<file path="src/hdl/mrrc_pkg.sv">
// Shared types, codes and the CRC-16 byte update for the Modbus RTU response checker.
package mrrc_pkg;

   localparam int unsigned POS_W       = 7;
   localparam int unsigned IDX_OUT_W   = 3;
   localparam logic [7:0]  FUNC_READ   = 8'h03;
   localparam logic [15:0] CRC_INIT    = 16'hFFFF;
   localparam logic [15:0] CRC_POLY    = 16'hA001;

   typedef enum logic [1:0] {
      STATUS_OK  = 2'd0,
      STATUS_CRC = 2'd1,
      STATUS_HDR = 2'd2
   } status_type;

   typedef struct packed {
      logic [7:0] rx_byte;
      logic       frame_start;
   } req_type;

   typedef struct packed {
      logic [1:0]           status;
      logic [IDX_OUT_W-1:0] reg_index;
      logic [15:0]          reg_value;
      logic                 last;
   } rsp_type;

   // Modbus CRC-16, reflected, one byte folded in
   function automatic logic [15:0] crc16_byte(input logic [15:0] crc_in,
                                              input logic [7:0]  data);
      logic [15:0] crc;
      crc = crc_in ^ {8'h00, data};
      for (int i = 0; i < 8; i++) begin
         if (crc[0]) begin
            crc = (crc >> 1) ^ CRC_POLY;
         end else begin
            crc = crc >> 1;
         end
      end
      return crc;
   endfunction

endpackage

</file>
<file path="src/hdl/mrrc_front.sv">
// Byte parser: CRC, header check, value assembly and frame-end classification.
module mrrc_front #(
   parameter int unsigned REG_COUNT = 7
) (
   input  logic                   clock,
   input  logic                   reset,
   input  logic                   req_valid,
   output logic                   req_stall,
   input  mrrc_pkg::req_type      req_payload,
   input  logic                   csr_wr_en,
   input  logic [7:0]             csr_wr_data,
   input  logic                   drain_busy,
   output logic                   push,
   output mrrc_pkg::status_type   push_status,
   output logic                   wr_en,
   output logic [((REG_COUNT > 1) ? $clog2(REG_COUNT) : 1)-1:0] wr_addr,
   output logic [15:0]            wr_data
);
   import mrrc_pkg::*;

   localparam int unsigned IDX_W     = (REG_COUNT > 1) ? $clog2(REG_COUNT) : 1;
   localparam int unsigned FRAME_LEN = 5 + 2 * REG_COUNT;
   localparam logic [7:0]  BYTE_CNT  = 8'(2 * REG_COUNT);
   localparam logic [POS_W-1:0] POS_DATA = POS_W'(3);
   localparam logic [POS_W-1:0] POS_CRC  = POS_W'(3 + 2 * REG_COUNT);
   localparam logic [POS_W-1:0] POS_END  = POS_W'(FRAME_LEN - 1);

   logic             active_ff, active_in;
   logic [POS_W-1:0] pos_ff, pos_in;
   logic [15:0]      crc_ff, crc_in;
   logic             hdr_ok_ff, hdr_ok_in;
   logic [7:0]       held_ff, held_in;
   logic [7:0]       dev_addr_ff, dev_addr_in;

   logic             accept;
   logic             act_eff;
   logic [POS_W-1:0] pos_cur;
   logic [15:0]      crc_base, crc_new;
   logic             hdr_base, hdr_new;
   logic [7:0]       held_base;
   logic [POS_W-1:0] off;
   logic [7:0]       rx;

   // payload bytes would overwrite values still being read out
   assign req_stall = drain_busy && active_ff && (pos_ff >= POS_DATA);
   assign accept    = req_valid && !req_stall;
   assign rx        = req_payload.rx_byte;

   always_comb begin
      act_eff   = req_payload.frame_start || active_ff;
      pos_cur   = req_payload.frame_start ? '0 : pos_ff;
      crc_base  = req_payload.frame_start ? CRC_INIT : crc_ff;
      hdr_base  = req_payload.frame_start ? 1'b1 : hdr_ok_ff;
      held_base = req_payload.frame_start ? 8'h00 : held_ff;
      crc_new   = crc16_byte(crc_base, rx);
      off       = pos_cur - POS_DATA;

      hdr_new = hdr_base;
      if (pos_cur == POS_W'(0)) begin
         if (rx != dev_addr_ff) hdr_new = 1'b0;
      end else if (pos_cur == POS_W'(1)) begin
         if (rx != FUNC_READ) hdr_new = 1'b0;
      end else if (pos_cur == POS_W'(2)) begin
         if (rx != BYTE_CNT) hdr_new = 1'b0;
      end

      active_in   = active_ff;
      pos_in      = pos_ff;
      crc_in      = crc_ff;
      hdr_ok_in   = hdr_ok_ff;
      held_in     = held_ff;
      dev_addr_in = csr_wr_en ? csr_wr_data : dev_addr_ff;
      push        = 1'b0;
      wr_en       = 1'b0;
      wr_addr     = IDX_W'(off >> 1);
      wr_data     = {held_base, rx};

      if (crc_new != 16'h0000) begin
         push_status = STATUS_CRC;
      end else if (!hdr_new) begin
         push_status = STATUS_HDR;
      end else begin
         push_status = STATUS_OK;
      end

      if (accept && act_eff) begin
         crc_in    = crc_new;
         hdr_ok_in = hdr_new;
         held_in   = held_base;
         if (pos_cur >= POS_DATA && pos_cur < POS_CRC) begin
            if (!off[0]) begin
               held_in = rx;
            end else begin
               wr_en = 1'b1;
            end
         end
         if (pos_cur == POS_END) begin
            active_in = 1'b0;
            pos_in    = '0;
            push      = 1'b1;
         end else begin
            active_in = 1'b1;
            pos_in    = pos_cur + POS_W'(1);
         end
      end
   end

   always_ff @(posedge clock) begin
      if (reset) begin
         active_ff   <= 1'b0;
         pos_ff      <= '0;
         crc_ff      <= CRC_INIT;
         hdr_ok_ff   <= 1'b1;
         held_ff     <= 8'h00;
         dev_addr_ff <= 8'h01;
      end else begin
         active_ff   <= active_in;
         pos_ff      <= pos_in;
         crc_ff      <= crc_in;
         hdr_ok_ff   <= hdr_ok_in;
         held_ff     <= held_in;
         dev_addr_ff <= dev_addr_in;
      end
   end

endmodule

</file>
<file path="src/hdl/mrrc_fifo.sv">
// Two-entry queue of frame verdicts between the parser and the result sequencer.
module mrrc_fifo (
   input  logic                 clock,
   input  logic                 reset,
   input  logic                 push,
   input  mrrc_pkg::status_type push_data,
   input  logic                 pop,
   output logic                 not_empty,
   output logic                 full,
   output mrrc_pkg::status_type head
);
   import mrrc_pkg::*;

   status_type entry_ff [2];
   logic       wptr_ff, wptr_in;
   logic       rptr_ff, rptr_in;
   logic [1:0] count_ff, count_in;

   assign not_empty = (count_ff != 2'd0);
   assign full      = (count_ff == 2'd2);
   assign head      = entry_ff[rptr_ff];

   always_comb begin
      wptr_in  = push ? ~wptr_ff : wptr_ff;
      rptr_in  = pop ? ~rptr_ff : rptr_ff;
      count_in = count_ff + 2'(push) - 2'(pop);
   end

   always_ff @(posedge clock) begin
      if (push) begin
         entry_ff[wptr_ff] <= push_data;
      end
   end

   always_ff @(posedge clock) begin
      if (reset) begin
         wptr_ff  <= 1'b0;
         rptr_ff  <= 1'b0;
         count_ff <= 2'd0;
      end else begin
         wptr_ff  <= wptr_in;
         rptr_ff  <= rptr_in;
         count_ff <= count_in;
      end
   end

`ifndef ASSERT_OFF
   a_no_overflow: assert property (@(posedge clock) disable iff (reset)
      push |-> (!full || pop))
      else $error("verdict queue overflow");

   a_no_underflow: assert property (@(posedge clock) disable iff (reset)
      pop |-> not_empty)
      else $error("verdict queue underflow");

   a_count_range: assert property (@(posedge clock) disable iff (reset)
      (count_ff != 2'd3))
      else $error("verdict queue count out of range");
`endif

endmodule

</file>
<file path="src/hdl/mrrc_back.sv">
// Result sequencer: value memory, readout of a good frame, output register.
module mrrc_back #(
   parameter int unsigned REG_COUNT = 7
) (
   input  logic                 clock,
   input  logic                 reset,
   input  logic                 wr_en,
   input  logic [((REG_COUNT > 1) ? $clog2(REG_COUNT) : 1)-1:0] wr_addr,
   input  logic [15:0]          wr_data,
   input  logic                 q_not_empty,
   input  mrrc_pkg::status_type q_head,
   output logic                 q_pop,
   output logic                 busy,
   output logic                 rsp_valid,
   input  logic                 rsp_stall,
   output mrrc_pkg::rsp_type    rsp_payload
);
   import mrrc_pkg::*;

   localparam int unsigned IDX_W = (REG_COUNT > 1) ? $clog2(REG_COUNT) : 1;
   localparam logic [IDX_W-1:0] IDX_LAST = IDX_W'(REG_COUNT - 1);

   typedef enum logic [2:0] {
      ST_IDLE  = 3'b001,
      ST_FETCH = 3'b010,
      ST_SEND  = 3'b100
   } state_type;

   logic [15:0]      mem [REG_COUNT];
   logic [15:0]      rd_data_ff;
   state_type        state_ff, state_in;
   logic [IDX_W-1:0] idx_ff, idx_in;
   logic             rsp_valid_ff, rsp_valid_in;
   rsp_type          rsp_ff, rsp_in;
   logic             out_free;

   assign out_free    = !rsp_valid_ff || !rsp_stall;
   assign busy        = (state_ff != ST_IDLE);
   assign rsp_valid   = rsp_valid_ff;
   assign rsp_payload = rsp_ff;

   always_ff @(posedge clock) begin
      if (wr_en) begin
         mem[wr_addr] <= wr_data;
      end
      rd_data_ff <= mem[idx_ff];
   end

   always_comb begin
      state_in     = state_ff;
      idx_in       = idx_ff;
      q_pop        = 1'b0;
      rsp_in       = rsp_ff;
      rsp_valid_in = rsp_valid_ff && rsp_stall;

      unique case (state_ff)
         ST_IDLE: begin
            if (q_not_empty) begin
               if (q_head == STATUS_OK) begin
                  q_pop    = 1'b1;
                  idx_in   = '0;
                  state_in = ST_FETCH;
               end else if (out_free) begin
                  q_pop            = 1'b1;
                  rsp_valid_in     = 1'b1;
                  rsp_in.status    = q_head;
                  rsp_in.reg_index = '0;
                  rsp_in.reg_value = 16'h0000;
                  rsp_in.last      = 1'b1;
               end
            end
         end
         ST_FETCH: begin
            // read data for idx_ff lands in rd_data_ff this edge
            state_in = ST_SEND;
         end
         ST_SEND: begin
            if (out_free) begin
               rsp_valid_in     = 1'b1;
               rsp_in.status    = STATUS_OK;
               rsp_in.reg_index = IDX_OUT_W'(idx_ff);
               rsp_in.reg_value = rd_data_ff;
               rsp_in.last      = (idx_ff == IDX_LAST);
               if (idx_ff == IDX_LAST) begin
                  state_in = ST_IDLE;
               end else begin
                  idx_in   = idx_ff + IDX_W'(1);
                  state_in = ST_FETCH;
               end
            end
         end
         default: begin
            state_in = ST_IDLE;
         end
      endcase
   end

   always_ff @(posedge clock) begin
      rsp_ff <= rsp_in;
   end

   always_ff @(posedge clock) begin
      if (reset) begin
         state_ff     <= ST_IDLE;
         idx_ff       <= '0;
         rsp_valid_ff <= 1'b0;
      end else begin
         state_ff     <= state_in;
         idx_ff       <= idx_in;
         rsp_valid_ff <= rsp_valid_in;
      end
   end

`ifndef ASSERT_OFF
   a_fetch_then_send: assert property (@(posedge clock) disable iff (reset)
      (state_ff == ST_FETCH) |=> (state_ff == ST_SEND))
      else $error("fetch not followed by send");

   a_error_is_last: assert property (@(posedge clock) disable iff (reset)
      (rsp_valid_ff && rsp_ff.status != STATUS_OK) |->
         (rsp_ff.last && rsp_ff.reg_index == '0 && rsp_ff.reg_value == 16'h0000))
      else $error("error result not a lone zero transfer");

   a_no_pop_mid_frame: assert property (@(posedge clock) disable iff (reset)
      q_pop |-> (state_ff == ST_IDLE))
      else $error("verdict popped while a frame drains");
`endif

endmodule

</file>
<file path="src/hdl/modbus_rtu_read_response_checker_core.sv">
// Top level of the Modbus RTU read-holding-registers response checker.
// Accepts one received byte per transfer, flagged at each frame's first byte, runs the
// Modbus CRC-16 over the frame, checks address, function 0x03 and byte count, and on the
// frame's final byte gives one status transfer on error (CRC error ahead of header error)
// or REG_COUNT register transfers on a good frame, last set on the final one. A byte is
// taken every cycle, except that value and CRC bytes stall while the previous frame's
// results are still being read out. Readout of a good frame goes through the single-read-
// port value memory and the output register, a FETCH and a SEND state per register; an
// error frame's one transfer is loaded into the output register straight from idle.
// The expected slave address resets to 1 and is written through csr_wr_en/csr_wr_data.
module modbus_rtu_read_response_checker_core #(
   parameter int unsigned REG_COUNT = 7
) (
   input  logic              clock,
   input  logic              reset,
   input  logic              req_valid,
   output logic              req_stall,
   input  mrrc_pkg::req_type req_payload,
   output logic              rsp_valid,
   input  logic              rsp_stall,
   output mrrc_pkg::rsp_type rsp_payload,
   input  logic              csr_wr_en,
   input  logic [7:0]        csr_wr_data
);
   import mrrc_pkg::*;

   localparam int unsigned IDX_W = (REG_COUNT > 1) ? $clog2(REG_COUNT) : 1;

   logic             push, pop, q_not_empty, q_full, back_busy, drain_busy;
   status_type       push_status, q_head;
   logic             wr_en;
   logic [IDX_W-1:0] wr_addr;
   logic [15:0]      wr_data;

   assign drain_busy = q_not_empty || q_full || back_busy;

   mrrc_front #(.REG_COUNT(REG_COUNT)) u_front (
      .clock       (clock),
      .reset       (reset),
      .req_valid   (req_valid),
      .req_stall   (req_stall),
      .req_payload (req_payload),
      .csr_wr_en   (csr_wr_en),
      .csr_wr_data (csr_wr_data),
      .drain_busy  (drain_busy),
      .push        (push),
      .push_status (push_status),
      .wr_en       (wr_en),
      .wr_addr     (wr_addr),
      .wr_data     (wr_data)
   );

   mrrc_fifo u_fifo (
      .clock     (clock),
      .reset     (reset),
      .push      (push),
      .push_data (push_status),
      .pop       (pop),
      .not_empty (q_not_empty),
      .full      (q_full),
      .head      (q_head)
   );

   mrrc_back #(.REG_COUNT(REG_COUNT)) u_back (
      .clock       (clock),
      .reset       (reset),
      .wr_en       (wr_en),
      .wr_addr     (wr_addr),
      .wr_data     (wr_data),
      .q_not_empty (q_not_empty),
      .q_head      (q_head),
      .q_pop       (pop),
      .busy        (back_busy),
      .rsp_valid   (rsp_valid),
      .rsp_stall   (rsp_stall),
      .rsp_payload (rsp_payload)
   );

endmodule
</file>
<file path="config.mk">
export PLATFORM = sky130hd
export DESIGN_NAME = modbus_rtu_read_response_checker_core
export DESIGN_NICKNAME = d
export VERILOG_FILES = /design/src/hdl/mrrc_pkg.sv /design/src/hdl/mrrc_front.sv /design/src/hdl/mrrc_fifo.sv /design/src/hdl/mrrc_back.sv /design/src/hdl/modbus_rtu_read_response_checker_core.sv
export SDC_FILE = /design/constraint.sdc
export NUM_CORES = 1
export LEC_CHECK = 0
export BUFFER_PORTS_ARGS = -buffer_cell sky130_fd_sc_hd__buf_2
export CAP_MARGIN = 10
export CORE_AREA = 2 2 143 145
export CTS_CLUSTER_DIAMETER = 150
export DETAILED_ROUTE_END_ITERATION = 8
export DIE_AREA = 0 0 145 147
export PLACE_DENSITY = 0.72
export SYNTH_ARGS = -nofsm -noshare
export SYNTH_HDL_FRONTEND = slang
export SYNTH_SLANG_ARGS = --single-unit
</file>
<file path="constraint.sdc">
create_clock -name clock -period 4.1 [get_ports clock]
set_input_delay 0.205 -clock clock [delete_from_list [all_inputs] [get_ports clock]]
set_output_delay 0.205 -clock clock [all_outputs]
set_load 0.02 [all_outputs]
</file>
==> results.env <==
YOSYS.AREA_SHARE.SIMPLE_PCT=11.7
ANT_NETS=0
WORST_IR_DROP_VDD_mV=0.277
PRE_CTS_WS_NS=0.877
GRT_MAX_DEGREE=53
LAYOUT-DRIVE-GT1-SHARE_PCT=18.8
USE_MET1_PCT=20.8
NUMBER_OF_FLOPS_MAPPED_TO_ENABLE_CELLS_BY_YOSYS=138
LAYOUT.CELLS.MOST_COMMON_LIST='edfxtp_1 (138), dfxtp_1 (68), nor2_1 (65)'
SETUP_VIOL_COUNT_FINAL=0
POWER.NET_SWITCHING_uW=1390
CRIT_TYPE='reg -> reg'
COMBINATIONALPOWERSHARE_PCT=16.3
WORST_HOLD_PATH_TYPE='in -> reg'
DRC=0
POWER_SWITCHING_SHARE_PCT=25.9
POST_CTS_BUFFERS=0
PIN_COUNT=46
CTS.SINKS=207
ANTENNADIODECOUNT=0
SYN-NUM-NETS=703
LAYOUT.AREA.SEQ_UM2=5530
CLOCK_POWER_SHARE_PCT=36.8
WORSTSETUPSTARTPOINTTYPE='flip-flop'
YOSYSSEQAREASHARE_PCT=62.6
ROUTE.DETAILED.VIAS_PER_INST=5.24
CP_DATA_REQUIRED_TIME_NS=4.21
CLOCK.FMAX_MHz=324
DRV_CAP=0
CHIPHEIGHT_UM=147
SYNTH_TOP_FAMILY_BY_AREA='simple AND/OR/NAND/NOR gates'
FIN_UTIL_PCT=51.1
POST-ROUTE-WORST-SETUP-SLACK_NS=1.01
CLOCKROOTBUFFER='clkbuf_16'
CRITPATHBUFINV=2
SHARE_OF_POWER_BURNED_IN_REGISTERS_PCT=46.8
MULTI_INPUT_AREA_UM2=3100
WORST_SETUP_HOLD_PATH_CLK_SLEW_NS=0.06
FLOORPLAN.CORE_AREA_UM2=19800
POSTSYNTHREGISTERBITS=207
IO_BUFFER_COUNT=45
TIMING_HOLD_VIOLATIONS_FINAL=0
TIMING.SETUP.TNS_NS=0
WORST_PATH_MOST_REPEATED_CELL='inv_1'
CRIT_PATH_TOP_DELAY_CELL='and3_1'
DIE_X_UM=145
SYNTHESIS.YOSYS.WARNINGS=0
DOMINANTREGCELLSYNTH='edfxtp_1'
POST-ROUTE-CELL-AREA_UM2=10100
SYNTH.CELL_AREA_UM2=8820
ENDPOINT_KIND='flip-flop'
POST_SYNTH_XOR_AREA_FRACTION_PCT=5.93
POSTSYNTHAREAPERCELL_UM2=13.1
CTS-RESIZED-GATES=0
REPORT.FINAL.SLEW_VIOL_COUNT=0
TIMING.CLOCK.SKEW_NS=0.00873
HOLDPATHSTAGES=3
CP_SLOWEST_STAGE_DELAY_NS=0.72
CLOCK_TREE_FROM_TRITONCTS='yes'
CP_MAX_FO=16
R2R_CELLS=9
GRT_MOST_USED_LAYER='met2'
SYNTH_AREA_IN_COMPOUND_GATES_PCT=6.78
HALF_PERIMETER_WIRE_LENGTH_AFTER_PLACEMENT_UM=10700
POWER-PER-CELL-AREA_nW_PER_UM2=527
WORST_SLEW_PIN_SLEW_NS=0.956
GP_CONGESTION=0.812
POWER.INTERNAL_uW=3960
FINAL.HOLD.WORST_SLACK_NS=0.0977
PERIOD_SHARE_PCT=75.2
FLOORPLAN.ROWS=52
GRT_FIRST_PASS_WIRELENGTH_UM=26900
GROUTE.USAGE.OVERALL_PCT=15.6
CLOCK_INSERTION_DELAY_WORST_SKEW_NS=0.49
GRT_REMAINING_OVERFLOW=0
GRT_ANTENNA_BEFORE_REPAIR=0
FIN_CRIT_NS=3.09
SHARE_OF_FLIP_FLOPS_WITH_AN_ASYNCHRONOUS_SET_OR_RESET_AFTER_SYNTHESIS_PCT=0
SYNTHTOLAYOUTAREAGROWTH_PCT=15.1
VIAS=5290
WORSTSETUPPATHDEPTH=9
MET3_USAGE_PCT=2.58
CRITICAL-PATH-TOP-DELAY-FAMILY='simple AND/OR/NAND/NOR gates'
FINAL_NET_COUNT=754
GRTUSAGEMET2_PCT=26.4
MUXSHAREOFSYNTHAREA_PCT=9.31
POSTPLACECELLAREA_UM2=9330
FLOORPLAN.DIE_AREA_UM2=21300
CTS_BUFFERS=22
SLEW_HR_PCT=36.2
NUM-FILL-CELLS=1683
WL_PER_CELL_UM=16.5
ROUTE.FINAL.WIRE_LENGTH_UM=16700
DR.PASS1.ITERS=5
HTREE_NUM_LEVELS=1
MOSTFREQUENTLAYOUTCELL='edfxtp_1'
FIRST_GLOBAL_VIAS=5163
SYNTHESIZED_NETLIST_CELL_COUNT=673
CLOCKBUFFERDEPTH=3
CRIT_PATH_CELL_TRACE='nand2_1, inv_1, ha_1, inv_1, a221oi_1, a21oi_1, nor3_1, and2_1, and3_1'
DETAIL_ROUTE.ITER0.VIOLATIONS=392
WORST_EP_ARRIVAL_TIME_NS=3.20
GRT_SETUP_UNREPAIRED='false'
POST_SYNTH_NUM_CELL_TYPES=57
RUN_STATUS='complete, no violations'
FLOORPLAN.INITIALDENSITY_PCT=44.4
CELLLEAKAGEPOWER_uW=0.00371
SYNTH_ADDER_AREA_SHARE_PCT=1.13
## state kept, by name, indices dropped and copies added, names as in the netlist, 4 cells and up, named ones only
| signal | cells |
|---|---|
| u_back.mem | 112 |
| u_back.rsp_payload | 22 |
| u_back.rd_data_ff | 16 |
| u_front.crc_ff | 16 |
| u_front.dev_addr_ff | 8 |
| u_front.held_ff | 8 |
| u_front.pos_ff | 7 |
| u_fifo.entry_ff | 4 |
## through the flow
stage	cells	power (uW)
finish	1009	5340
global route	1009	5590
CTS	1009	5400
detailed placement	961	3420
global placement	961	3400
floorplan	673	3170
## synth_stat cells (all sizes together), types with 19 or more instances
library cell  count  area, um^2
edfxtp          138        4140
dfxtp            69        1380
nor2             66         248
nand2            37         139
xnor2            33         304
mux2i            28         280
clkbuf           24        90.1
o21ai            24         120
a21oi            20         100
and2             20         125
nor3             19         100
## final cells by class
cell class	count	share of cell area [%]
Clock inverter	12	1.32
Timing Repair Buffer	68	4.14
Multi-Input combinational cell	415	30.6
Inverter	10	0.370
Sequential cell	207	54.5
Tap cell	270	3.33
Clock buffer	27	5.82
## power groups by stage
stage | Clock, uW | Sequential, uW | Combinational [uW]
global route | 2100 | 2520 | 960
finish | 1970 | 2500 | 871
detailed placement | 0 | 2550 | 873
global placement | 0 | 2550 | 858
CTS | 2010 | 2510 | 883
floorplan | 0 | 2680 | 490
## routing by layer
metal	up-vias	wire (um)
li1	2561	-
met1	2566	7370
met2	139	8000
met3	24	1010
met4	0	304
met5	-	0
## tightest hold or removal path: cells and delay by family
family	cells	cell delay, ns
AND/OR/NAND/NOR	1	0.12
buffers and inverters	1	0.11
AO/OA/AOI/OAI	1	0.10
## what timing repair did
action | in CTS | in global routing
endpoints found under the hold margin | 9 | 0
setup endpoints to repair | 0 | 0
hold buffers | 9 | 0
## logic make-up (layout without fill, tap and decap cells)
logic type      Yosys count  in the layout
xor+xnor                 53             53
mux                      60             60
fa+ha+maj                 8              8
compound gates           90             90
flops                   207            207
simple gates            204            204
buf+inv                  51            117
## worst paths after layout
check	from	slack, ns	endpoint
min reg2reg	u_front.crc_ff[9]$_SDFFE_PP1N_	0.47	u_front.crc_ff[9]$_SDFFE_PP1N_
max	u_front.pos_ff[0]$_SDFFE_PP0N_	1.01	u_back.mem[2][0]$_DFFE_PP_
max reg2reg	u_front.pos_ff[0]$_SDFFE_PP0N_	1.01	u_back.mem[2][0]$_DFFE_PP_
min	rsp_stall	0.1	u_back.rsp_valid$_SDFF_PP0_
No activity file was read; power rests on OpenSTA's default activity.
